--- src/rtl/core/bfea_pkg.sv ---
// Shared widths, register indexes and fixed limits for the Bezier fit error accumulator.
// No dependencies; every other file of the block imports this package.
package bfea_pkg;

  // Field widths of the sample and result beats.
  localparam int COORD_W   = 32;
  localparam int T_IN_W    = 17;
  localparam int SUM_W     = 47;

  // Configuration port.
  localparam int CFG_IDX_W = 3;

  // Shared multiplier: signed operands, full-width product.
  localparam int MUL_W     = COORD_W + 1;
  localparam int PROD_W    = 2 * MUL_W;

  // Sum of two squares of 32-bit magnitudes, and its floor square root.
  localparam int SQ_W      = 2 * COORD_W + 1;
  localparam int ROOT_W    = COORD_W + 1;

  localparam logic [SUM_W-1:0] SUM_MAX = {SUM_W{1'b1}};

  // Register indexes of the configuration port.
  localparam logic [CFG_IDX_W-1:0] REG_START_X = 3'd0;
  localparam logic [CFG_IDX_W-1:0] REG_START_Y = 3'd1;
  localparam logic [CFG_IDX_W-1:0] REG_CTRL1_X = 3'd2;
  localparam logic [CFG_IDX_W-1:0] REG_CTRL1_Y = 3'd3;
  localparam logic [CFG_IDX_W-1:0] REG_CTRL2_X = 3'd4;
  localparam logic [CFG_IDX_W-1:0] REG_CTRL2_Y = 3'd5;
  localparam logic [CFG_IDX_W-1:0] REG_END_X   = 3'd6;
  localparam logic [CFG_IDX_W-1:0] REG_END_Y   = 3'd7;

endpackage

--- src/rtl/core/bfea_mul.sv ---
// Shared signed multiplier with a registered product.
// Depends on bfea_pkg for the operand and product widths.
module bfea_mul import bfea_pkg::*; (
  input  logic                     clk,
  input  logic signed [MUL_W-1:0]  a,
  input  logic signed [MUL_W-1:0]  b,
  output logic signed [PROD_W-1:0] prod
);

  // One product per cycle, available the cycle after the operands.
  always_ff @(posedge clk) begin
    prod <= a * b;
  end

endmodule

--- config.mk ---
export PLATFORM = sky130hd
export DESIGN_NAME = bfea_mul
export DESIGN_NICKNAME = d
export VERILOG_FILES = /design/src/rtl/core/bfea_pkg.sv /design/src/rtl/core/bfea_mul.sv
export SDC_FILE = /design/constraint.sdc
export NUM_CORES = 2
export LEC_CHECK = 0
export BUFFER_PORTS_ARGS = -buffer_cell sky130_fd_sc_hd__clkbuf_2
export CORE_MARGIN = 2
export CORE_UTILIZATION = 55
export CTS_BUF_LIST = sky130_fd_sc_hd__clkbuf_4
export CTS_CLUSTER_DIAMETER = 200
export DETAILED_ROUTE_END_ITERATION = 10
export PLACE_DENSITY = 0.7
export SYNTH_ARGS = -nofsm -noshare
export SYNTH_HDL_FRONTEND = slang
export SYNTH_SLANG_ARGS = --single-unit
--- constraint.sdc ---
create_clock -name clk -period 23.7 [get_ports clk]
set_input_delay 3.555 -clock clk [delete_from_list [all_inputs] [get_ports clk]]
set_output_delay 3.555 -clock clk [all_outputs]
set_load 0.01 [all_outputs]
==> flow_metrics.py <==
metrics = {
    "yosys": {
        "synth_cells": 4338,
        "synth_area_um2": 40700,
        "synth_ff_type": "dfxtp_1",
        "synth_nets": 5767,
        "async_flop_share": 0,
        "ys_seq_elements": 66,
        "avgSynthCellArea_um2": 9.39,
        "yosys.cell_count.top_type": "fa_1",
        "synth_edf_count": 0,
        "synth.area.top_cells": "fa_1 56%, inv_1 10%, and2_1 8.6%, ha_1 6.7%, nand2_1 5.1%",
        "synth_seq_area_share": 0.0324,
        "synth_top_cell_by_area": "fa_1",
        "yosys.cell_types.count": 80,
        "netlist_top_cells_count": "1145 x fa_1, 1131 x inv_1, 562 x and2_1, 551 x nand2_1, 217 x ha_1",
        "synth_warnings": 0,
        "synth_top_area_frac": 0.563,
    },
    "die": {
        "start_util": 0.557,
        "die_area_um2": 76300,
        "die_w_um": 276,
        "core_um2": 73100,
        "die_h_um": 276,
        "ios": 133,
        "fp-row-count": 99,
    },
    "hold_path": {
        "whs_path_depth": 3,
        "worstHoldPathType": "primary input to flip-flop",
        "min_to": "prod[0]$_DFF_P_",
        "hp-start": "a[0]",
    },
    "timing": {
        "rsz0062_at_grt": "false",
        "setup_tns_ns": 0,
        "finalSetupViolCount": 0,
        "tightest_slew_ns": 1.08,
        "hold_viol": 0,
        "fmax_mhz": 87.9,
        "period_needed_ns": 11.38,
        "slew_violations": 0,
        "fin_crit_sh": 0.480,
        "slew_headroom": 0.279,
    },
    "job": {
        "cap_violations": 0,
    },
    "critical_path": {
        "crit_fanout": 33,
        "crit_slowest_cell": "fa_1",
        "path_class": "primary input to flip-flop",
        "crit_top_cell": "fa_1",
        "endpoint_kind": "flip-flop",
        "worst_setup_path_start_kind": "primary input",
        "cp.arrival_ns": 11.78,
        "crit_required_ns": 24.11,
        "slowest_delay_ns": 1.23,
        "crit_chain": "clkbuf_2 > nand2_1 > fa_1 > fa_1 > fa_1 > inv_1 > fa_1 > fa_1 > fa_1 > fa_1 > inv_1 > fa_1 > inv_1 > ha_1 > and3_1 > nand3_1 > nand2b_1 > a2111oi_4 > a211oi_4 > a21o_2 > a21o_1 > a211oi_2",
    },
    "cts": {
        "clkSlewWorstSetupHoldPaths_ns": 0.15,
        "h-tree-depth": 3,
        "hold_buffers": 0,
        "ctsRootBufferMaster": "clkbuf_4",
        "clock-sinks": 66,
        "cts-buffers-inserted": 9,
        "postCtsSetupBuffers": 0,
        "cts_tree": "done",
        "post_cts_resized": 0,
        "clock_path_buffers": 2,
    },
    "route": {
        "antenna_left": 0,
        "drt-total-wl_um": 106000,
        "vias_per_cell": 5.47,
        "vias": 28695,
        "route.detailed.drc": 0,
        "wl_per_cell_um": 20.2,
        "drt_iter0_markers": 1827,
        "first_pass_iters": 5,
    },
    "finish": {
        "fin_nets": 5705,
        "top_register": "prod",
        "synthToLayoutAreaGrowth_pct": 3.21,
        "largest_reg_flops": 66,
        "drive_gt1_frac": 0.0467,
        "top_regs": "prod: 66 flops",
        "fillers": 6478,
    },
    "grt": {
        "track_usage": 0.293,
        "antenna_found_initial": 7,
        "grt_overflow": 0,
        "grt_pass1_wl_um": 173000,
        "first_global_vias": 32001,
        "grt_max_degree": 34,
    },
    "place": {
        "finalWeightedCongestion": 0.895,
        "port_buffers": 132,
        "dp_hpwl_um": 87300,
    },
    "run_status": {
        "status": "finished clean",
    },
}
==> layer usage <==
metal,up-vias,global-route usage,share of wire
met5,-,0,0
met4,0,0.156,0.059
met3,277,0.0295,0.046
met2,964,0.526,0.53
met1,15243,0.348,0.36
li1,12211,-,-
==> how the worst max path moves through the flow <==
stage	end	slack (ns)	cells after the start	start
finish	prod[62]$_DFF_P_	12.32	22	b[9]
global placement	prod[62]$_DFF_P_	12.00	22	b[9]
detailed placement	prod[58]$_DFF_P_	11.87	22	b[9]
global route	prod[58]$_DFF_P_	11.97	22	b[9]
floorplan	prod[62]$_DFF_P_	12.91	23	a[32]
CTS	prod[62]$_DFF_P_	12.41	22	b[9]
==> critical path: cells and delay by family <==
kind	cells	cell delay, ns
compound gates	5	1.02
simple gates	4	0.85
buf+inv	4	0.88
fa+ha+maj	9	5.46
==> logic make-up (layout without fill, tap and decap cells) <==
kind of cell | after synthesis | after routing | synth area share
buf+inv | 1352 | 1295 | 0.125
xor+xnor | 68 | 68 | 0.0146
flops | 66 | 66 | 0.0324
fa+ha+maj | 1362 | 1362 | 0.629
other cells | 0 | 7 | 0
compound gates | 219 | 219 | 0.0407
simple gates | 1271 | 1271 | 0.158
==> cell type report <==
cell class,instances,area (um^2),share of cell area
Inverter,1131,4250,0.101
Antenna cell,7,17.5,0.000417
Multi-Input combinational cell,2920,34300,0.816
Timing Repair Buffer,148,781,0.0186
Clock inverter,5,78.8,0.00187
Clock buffer,11,82.6,0.00196
Tap cell,959,1200,0.0285
Sequential cell,66,1320,0.0314
==> metrics by stage <==
step / cell area, um^2 / utilization / std cells / hold slack, ns / setup slack [ns]
after floorplan: 40700 / - / 4338 / 3.68 / 12.91
after global placement: 41900 / 0.573 / 5224 / 3.94 / 12.00
after detailed placement: 41900 / 0.573 / 5224 / 3.94 / 11.87
after CTS: 42000 / 0.575 / 5240 / 3.60 / 12.41
after global routing: 42000 / 0.575 / 5246 / 3.64 / 11.97
final: 42000 / 0.575 / 5247 / 3.68 / 12.32
==> cell usage in the layout, fill, tap and decap left out, types with 12 or more instances in the layout <==
cell type and instances:
dfxtp_1 66, nand2b_1 12, a21oi_1 57, xor2_1 25, nand2_1 551, xnor2_1 43
and2_1 562, fa_1 1145, buf_4 16, inv_1 1131, nor2_1 68, nand3_1 25
clkbuf_2 132, ha_1 217, o21ai_0 25, a21o_1 36
Power is not shown: default switching activity piles up to over one toggle a cycle in this logic, so the estimate is an artifact.
