### src/rtl/core/bfea_pkg.sv
// Shared widths, register indexes and fixed limits for the Bezier fit error accumulator.
// No dependencies; every other file of the block imports this package.
package bfea_pkg;

  // Field widths of the sample and result beats.
  localparam int COORD_W   = 32;
  localparam int T_IN_W    = 17;
  localparam int SUM_W     = 47;

  // Configuration port.
  localparam int CFG_IDX_W = 3;

  // Shared multiplier: signed operands, full-width product.
  localparam int MUL_W     = COORD_W + 1;
  localparam int PROD_W    = 2 * MUL_W;

  // Sum of two squares of 32-bit magnitudes, and its floor square root.
  localparam int SQ_W      = 2 * COORD_W + 1;
  localparam int ROOT_W    = COORD_W + 1;

  localparam logic [SUM_W-1:0] SUM_MAX = {SUM_W{1'b1}};

  // Register indexes of the configuration port.
  localparam logic [CFG_IDX_W-1:0] REG_START_X = 3'd0;
  localparam logic [CFG_IDX_W-1:0] REG_START_Y = 3'd1;
  localparam logic [CFG_IDX_W-1:0] REG_CTRL1_X = 3'd2;
  localparam logic [CFG_IDX_W-1:0] REG_CTRL1_Y = 3'd3;
  localparam logic [CFG_IDX_W-1:0] REG_CTRL2_X = 3'd4;
  localparam logic [CFG_IDX_W-1:0] REG_CTRL2_Y = 3'd5;
  localparam logic [CFG_IDX_W-1:0] REG_END_X   = 3'd6;
  localparam logic [CFG_IDX_W-1:0] REG_END_Y   = 3'd7;

endpackage

### src/rtl/core/bfea_isqrt.sv
// Digit-by-digit floor square root, one radicand bit pair per cycle.
// Depends on bfea_pkg for the radicand and root widths.
module bfea_isqrt import bfea_pkg::*; (
  input  logic              clk,
  input  logic              rst,
  input  logic              start,
  input  logic [SQ_W-1:0]   radicand,
  output logic              busy,
  output logic              done,
  output logic [ROOT_W-1:0] root
);

  localparam int RAD_W = 2 * ROOT_W;
  localparam int REM_W = ROOT_W + 3;
  localparam int CNT_W = $clog2(ROOT_W + 1);

  logic [RAD_W-1:0] rad;
  logic [REM_W-1:0] rem;
  logic [CNT_W-1:0] cnt;
  logic [REM_W-1:0] rem_sh;
  logic [REM_W-1:0] trial;
  logic             take;

  // Bring down the next bit pair and try the subtraction.
  always_comb begin
    rem_sh = {rem[REM_W-3:0], rad[RAD_W-1 -: 2]};
    trial  = {2'b00, root[ROOT_W-2:0], 2'b01};
    take   = (rem_sh >= trial);
  end

  // Control: counter and completion pulse.
  always_ff @(posedge clk) begin
    if (rst) begin
      busy <= 1'b0;
      done <= 1'b0;
      cnt  <= '0;
    end else begin
      done <= busy && (cnt == CNT_W'(1));
      if (start && !busy) begin
        busy <= 1'b1;
        cnt  <= CNT_W'(ROOT_W);
      end else if (busy) begin
        cnt <= cnt - CNT_W'(1);
        if (cnt == CNT_W'(1)) begin
          busy <= 1'b0;
        end
      end
    end
  end

  // Datapath: partial remainder and root.
  always_ff @(posedge clk) begin
    if (start && !busy) begin
      rad  <= RAD_W'(radicand);
      rem  <= '0;
      root <= '0;
    end else if (busy) begin
      rad  <= {rad[RAD_W-3:0], 2'b00};
      rem  <= take ? (rem_sh - trial) : rem_sh;
      root <= {root[ROOT_W-2:0], take};
    end
  end

endmodule
### config.mk
export PLATFORM = sky130hd
export DESIGN_NAME = bfea_isqrt
export DESIGN_NICKNAME = d
export VERILOG_FILES = /design/src/rtl/core/bfea_pkg.sv /design/src/rtl/core/bfea_isqrt.sv
export SDC_FILE = /design/constraint.sdc
export NUM_CORES = 1
export LEC_CHECK = 0
export BUFFER_PORTS_ARGS = -buffer_cell sky130_fd_sc_hd__buf_2
export CORE_ASPECT_RATIO = 0.7
export CORE_MARGIN = 8
export CORE_UTILIZATION = 59
export DETAILED_ROUTE_END_ITERATION = 10
export GPL_ROUTABILITY_DRIVEN = 0
export PLACE_DENSITY = 0.81
export SETUP_SLACK_MARGIN = 0.02
export SYNTH_ARGS = -nofsm -noshare
export SYNTH_HDL_FRONTEND = slang
export SYNTH_SLANG_ARGS = --single-unit
### constraint.sdc
create_clock -name clk -period 5.5 [get_ports clk]
set_clock_uncertainty 0.2 [all_clocks]
set_input_delay 1.1 -clock clk [delete_from_list [all_inputs] [get_ports clk]]
set_output_delay 1.1 -clock clk [all_outputs]
set_load 0.05 [all_outputs]
==> summary.md, run 1 <==
| Metric | Value |
|---|---|
| Non-filler cells in the finished layout | 1047 |
| Area Growth Syn to Fin | 15.5% |
| HPWL Detailed | 13600 µm |
| Post-DRT Antenna Nets | 0 |
| Worst Setup End Kind | flip-flop |
| Post-synthesis simple-gate area fraction | 0.134 |
| Yosys cell types | 68 |
| Root buffer cell | clkbuf_16 |
| HP Start | rad[63] |
| Max-slew violation count | 0 |
| Crit-path max FO | 8 |
| CP dominant cell by count | o21ai_0 |
| Largest family of logic cells by synthesized area | compound AO/OA/AOI/OAI gates |
| WL met3 | 1810 µm |
| Crit path max-delay family | compound AO/OA/AOI/OAI gates |
| Cell count of the worst reg-to-reg path | 10 |
| Crit path launch type | flip-flop |
| F_max | 266 MHz |
| HP Class | reg2reg |
| # setup viols final | 0 |
| Die area | 0.0173 mm² |
| CTS H-tree lvls | 4 |
| Leading area contributor after synthesis | edfxtp_1 |
| Crit. path cell count | 10 |
| Net Sw Frac | 0.424 |
| Wire length on met1 | 8630 µm |
| Largest net degree at the start of global routing | 70 |
| Antenna diodes | 0 |
| Post-CTS Hold Fix Bufs | 0 |
| Core Rows | 35 |
| Post-synthesis adder-cell area fraction | 0.0576 |
| Post-Syn Area | 0.00783 mm² |
| Hold Path Depth | 2 |
| Clock buffer depth | 2 |
| Wire per inst | 19.3 µm |
| Worst Slack Setup Final | 1.74 ns |
| Starting Density | 0.600 |
| Leak | 3.53 nW |
| Clock power frac | 0.239 |
| Top routing layer used | met4 |
| Setup slack at placement | 1.94 ns |
| Area share of the largest cell type after synthesis | 0.249 |
| Internal power | 0.00292 W |
| CP Cell Sequence | inv_1 -> ha_1 -> nand2b_1 -> a21oi_1 -> a221oi_1 -> a21oi_4 -> o21ai_2 -> a21oi_2 -> o21ai_0 -> o21ai_0 |
| CTS Buf Count | 17 |
| Clock transition at path regs | 0.07 ns |
| Complex-gate fraction of the synthesized area | 0.195 |
| #FFs+latches synth | 141 |
| Post-CTS sizing | 0 |
| Reg2reg setup slack | 1.74 ns |
| Post-Syn Instances | 786 |
| RSZ-0062 raised after global routing | no |
| Post-synth ARST share | 0 |
| Power share of the sequential group | 0.278 |
| Main synth FF type | dfxtp_1 |
| Post-synthesis xor/xnor area fraction | 0.0313 |
| EDFF count, synth | 65 |
| IO buf count | 102 |
| Ranking of synthesized cells by area | edfxtp_1 (25%), dfxtp_1 (19%), mux2_2 (9.1%) |
| Share of layout cells above drive strength 1 | 0.255 |
| Outcome | complete, no violations |
| # IOs | 103 |
| Die height | 112 µm |
| Via count | 6571 |
| Setup_tns | 0 ns |
| Hold endpoint | rad[65] |
| Total grt overflow | 0 |
| Critical-path top delay cell | o21ai_0 |
| Most instantiated cells after synthesis | nand2_1 (86), dfxtp_1 (76), edfxtp_1 (65), mux2_2 (63) |
| Final hold vios | 0 |
| CTS tree | yes |
| Final Cycle Share | 0.683 |
| Max cap viols | 0 |
| Core area | 0.0131 mm² |
| Final min period | 3.76 ns |
| First-pass GRT wire length | 32600 µm |
| Gr usage total | 0.231 |
| Fillcell total | 963 |
| Kind of critical path | reg2reg |
| Initial antenna violation count | 0 |
| Residual DRC | 0 |
| Crit path required time | 5.53 ns |
| Worst skew pair latency | 0.43 ns |
| Met2 WL | 9270 µm |
| Drt pass-1 iters | 5 |
| Placed insts | 1015 |
| Slew @ Worst Pin | 1.09 ns |
| CP Data Arrival Time | 3.79 ns |
| R2R Path End | root[0] |
| Final #Nets | 972 |
| Combinational share of power | 0.483 |
| Number of global-route vias before repair | 6426 |
| Worst Path Buf+Inv | 1 |
| Drt first-iter violations | 743 |
| Reg-to-Reg Start | rad[64] |
| Max IR drop VDD | 0.365 mV |
| Warnings from Yosys | 0 |
| Vias per cell | 6.28 |
| Mean Syn Cell Area | 9.96 µm² |
| Clock Sinks | 141 |
| Psw | 0.00215 W |
| Max_slew headroom | 0.267 |
| Post-synthesis sequential area ratio | 0.444 |
| Count leader, synth | nand2_1 |
| Post-CTS setup buffer count | 0 |
| Mapped Nets | 890 |
| Final wirelength | 20200 µm |
| Mux cell area share after synthesis | 0.0919 |
| P per Cell Area | 561 mW/mm² |
| Die width | 154 µm |
| Max incr delay on CP | 0.87 ns |
## cells by family (layout without fill, tap and decap cells)
family                   Yosys count  count (layout)
AO/OA/AOI/OAI                    205             205
XOR/XNOR                          28              28
adder cells (fa/ha/maj)           36              36
buffers and inverters             91             186
flip-flops                       141             141
multiplexers                      64              64
AND/OR/NAND/NOR                  221             221
## cell usage in the layout, fill, tap and decap left out, types with 6 or more instances in the layout
cell / Yosys / routed
buf_2: 10 / 102
o21ai_0: 19 / 19
nand3_1: 18 / 18
nand2_1: 86 / 86
mux2_2: 63 / 63
clkbuf_16: 0 / 17
buf_4: 1 / 7
nor3_1: 23 / 23
a21oi_1: 35 / 35
nand2b_1: 7 / 7
xnor2_1: 18 / 18
o211ai_1: 16 / 16
inv_8: 0 / 6
ha_1: 36 / 36
nor2_1: 33 / 32
o31a_1: 6 / 6
a211oi_1: 12 / 12
a311o_1: 8 / 8
inv_1: 45 / 44
a21o_1: 6 / 6
dfxtp_1: 76 / 75
o31ai_1: 45 / 45
xor2_1: 10 / 10
and2_1: 16 / 16
edfxtp_1: 65 / 65
## worst max path at each step
stage / from / endpoint / slack, ns
3_5_place_dp: start / rad[54] / 1.94
5_1_grt: root[1] / root[0] / 1.64
3_3_place_gp: start / rad[58] / 1.99
6_report: rad[64] / root[0] / 1.74
4_1_cts: rad[64] / root[0] / 1.88
2_1_floorplan: start / rad[0] / 2.21
## state kept, by name, summed over array words and instances, names as in the netlist
register / count
done: 1
busy: 1
rem: 34
cnt: 6
rad: 66
root: 33
## area by class of cell
class,instances,area [µm²],share of cell area
Inverter,45,169,0.0187
Clock buffer,17,425,0.0470
Tap cell,166,208,0.0230
Timing Repair Buffer,109,563,0.0623
Sequential cell,141,3480,0.385
Clock inverter,15,195,0.0216
Multi-Input combinational cell,554,4010,0.443
## layer usage
| layer | track usage | vias to the layer above |
|---|---|---|
| met3 | 0.0537 | 55 |
| li1 | - | 3088 |
| met1 | 0.297 | 3080 |
| met4 | 0.0930 | 0 |
| met2 | 0.369 | 348 |
| met5 | 0 | - |
## power by group through the flow
| stage | logic (W) | registers (W) | clock network (W) |
|---|---|---|---|
| floorplan | 0.00182 | 0.00141 | 0 |
| global placement | 0.00225 | 0.00142 | 0 |
| detailed placement | 0.00233 | 0.00142 | 0 |
| CTS | 0.00237 | 0.00141 | 0.00122 |
| global route | 0.00263 | 0.00143 | 0.00126 |
| finish | 0.00245 | 0.00141 | 0.00121 |
## tightest hold or removal path, stage by stage, from the launching register on
cell and delay (ns):
edfxtp_1 0.32, nand2_1 0.05, o31ai_1 0.05
## metrics by stage
step | instance area (µm²) | util | total power [W] | hold slack, ns
2_1_floorplan | 7830 | - | 0.00323 | 0.221
3_3_place_gp | 8420 | 0.645 | 0.00366 | 0.241
3_5_place_dp | 8420 | 0.645 | 0.00376 | 0.241
4_1_cts | 9040 | 0.693 | 0.00500 | 0.256
5_1_grt | 9040 | 0.693 | 0.00531 | 0.266
6_report | 9040 | 0.693 | 0.00508 | 0.253
Power figures use the tool's default switching activity.
==> inputs of run 2 (changes only) <==
--- a/config.mk
+++ b/config.mk
@@ -8,10 +8,10 @@
 export BUFFER_PORTS_ARGS = -buffer_cell sky130_fd_sc_hd__buf_2
 export CORE_ASPECT_RATIO = 0.7
 export CORE_MARGIN = 8
-export CORE_UTILIZATION = 59
+export CORE_UTILIZATION = 53
 export DETAILED_ROUTE_END_ITERATION = 10
 export GPL_ROUTABILITY_DRIVEN = 0
-export PLACE_DENSITY = 0.81
+export PLACE_DENSITY = 0.77
 export SETUP_SLACK_MARGIN = 0.02
 export SYNTH_ARGS = -nofsm -noshare
 export SYNTH_HDL_FRONTEND = slang
==> constraint.sdc (replaced) <==
create_clock -name clk -period 3.2 [get_ports clk]
set_clock_uncertainty 0.2 [all_clocks]
set_input_delay 0.64 -clock clk [delete_from_list [all_inputs] [get_ports clk]]
set_output_delay 0.64 -clock clk [all_outputs]
set_load 0.05 [all_outputs]
==> summary.md, run 2 (synthesized netlist as in run 1, its figures left out) <==
| Metric | Value |
|---|---|
| Outcome | complete, no violations |
| Kind of critical path | reg2reg |
| Core Util, Final | 0.636 |
| CP Data Arrival Time | 3.16 ns |
| Drt pass-1 iters | 5 |
| Largest net degree at the start of global routing | 87 |
| Crit-path max FO | 12 |
| Crit path launch type | flip-flop |
| Worst Path Buf+Inv | 3 |
| Wire per inst | 17.4 µm |
| Share of layout cells above drive strength 1 | 0.286 |
| CP Cell Sequence | inv_1 -> ha_1 -> nand2_1 -> nor3_2 -> a221oi_1 -> buf_4 -> a21oi_4 -> o21ai_2 -> a21o_1 -> buf_4 -> a211oi_1 -> a311o_1 |
| Total grt overflow | 0 |
| Post-DRT Antenna Nets | 0 |
| HP Class | reg2reg |
| Top Registers | rad: 66 flops, rem: 34 flops, root: 33 flops |
| Leak | 3.64 nW |
| Setup_tns | 0 ns |
| Crit path required time | 3.31 ns |
| Die area | 0.0190 mm² |
| # setup viols final | 0 |
| Commonest non-fill, non-tap cells in the layout | buf_2 (102), nand2_1 (86), dfxtp_1 (75) |
| Final min period | 3.06 ns |
| Area Growth Syn to Fin | 18.6% |
| Die height | 118 µm |
| Max incr delay on CP | 0.38 ns |
| P per Cell Area | 938 mW/mm² |
| Most flops, register | rad |
| Final #Nets | 1001 |
| Vias per cell | 5.86 |
| CTS tree | yes |
| Core Rows | 37 |
| Clock transition at path regs | 0.06 ns |
| Antenna diodes | 0 |
| Initial antenna violation count | 0 |
| Max-slew violation count | 0 |
| Commonest non-fill, non-tap cell in the layout | buf_2 |
| CTS H-tree lvls | 4 |
| Total Power | 0.00870 W |
| Slew @ Worst Pin | 0.824 ns |
| Final Cycle Share | 0.955 |
| Worst Setup End Kind | flip-flop |
| Largest register FFs | 66 |
| Residual DRC | 0 |
| Worst Slack Setup Final | 0.145 ns |
| Die width | 161 µm |
| Worst skew pair latency | 0.42 ns |
| Crit path max-delay family | compound AO/OA/AOI/OAI gates |
| Via count | 6471 |
| Final hold vios | 0 |
| Critical-path top delay cell | ha_1 |
| HPWL Detailed | 13600 µm |
| Max cap viols | 0 |
| IO buf count | 102 |
| CP dominant cell by count | buf_4 |
| Drt first-iter violations | 572 |
| Clock buffer depth | 2 |
| F_max | 327 MHz |
| CTS Buf Count | 17 |
| Clock Sinks | 141 |
| Placed insts | 1072 |
| Root buffer cell | clkbuf_16 |
| Gr usage total | 0.203 |
| # IOs | 103 |
| Core area | 0.0146 mm² |
| Max IR drop VDD | 0.601 mV |
| Max_slew headroom | 0.450 |
| Starting Density | 0.537 |
| First-pass GRT wire length | 31500 µm |
| Final wirelength | 19200 µm |
| Setup slack at placement | -0.0270 ns |
| Non-filler cells in the finished layout | 1105 |
| Number of global-route vias before repair | 6265 |
[run 2: worst paths after layout]
path	start	to	slack (ns)	cells after the start
max	root[6]	rem[2]	0.14	12
min	root[2]	root[3]	0.27	2
max reg2reg	root[6]	rem[2]	0.14	12
min reg2reg	root[2]	root[3]	0.27	2
[run 2: area by class of cell]
| type | count | area, µm² |
|---|---|---|
| fillers | 1221 | 5300 |
| clock inverters | 15 | 133 |
| clock buffers | 17 | 425 |
| flip-flops and latches | 141 | 3480 |
| multi-input cells | 554 | 4030 |
| repair buffers | 138 | 805 |
| inverters | 45 | 173 |
| well taps | 195 | 244 |
[run 2: worst min-delay path, cell delays in order, from the launching register on]
cell and delay (ns):
dfxtp_1 0.34, nand2_1 0.06, o31ai_1 0.05
[run 2: what timing repair did]
action | CTS | global route
hold endpoints to repair | 0 | 0
hold buffers | 0 | 0
setup endpoints to repair | 11 | 14
buffers inserted | 0 | 1
pin swaps | 0 | 1
resized for setup | 1 | 9
[run 2: layer usage]
| layer | global-route usage | part of all wire | vias up |
|---|---|---|---|
| li1 | - | - | 3154 |
| met1 | 0.281 | 0.48 | 3083 |
| met2 | 0.301 | 0.44 | 218 |
| met3 | 0.0618 | 0.074 | 16 |
| met4 | 0.0531 | 0.0076 | 0 |
| met5 | 0 | 0 | - |
[run 2: power by group]
part           switching [W]  internal, W
combinational        0.00261      0.00184
clock               0.000847      0.00102
sequential          0.000175      0.00222
[run 2: stage by stage]
stage / area, µm² / hold slack (ns)
5_1_grt: 9280 / 0.288
4_1_cts: 9250 / 0.274
3_5_place_dp: 8680 / 0.260
6_report: 9280 / 0.275
2_1_floorplan: 7830 / 0.221
3_3_place_gp: 8680 / 0.239
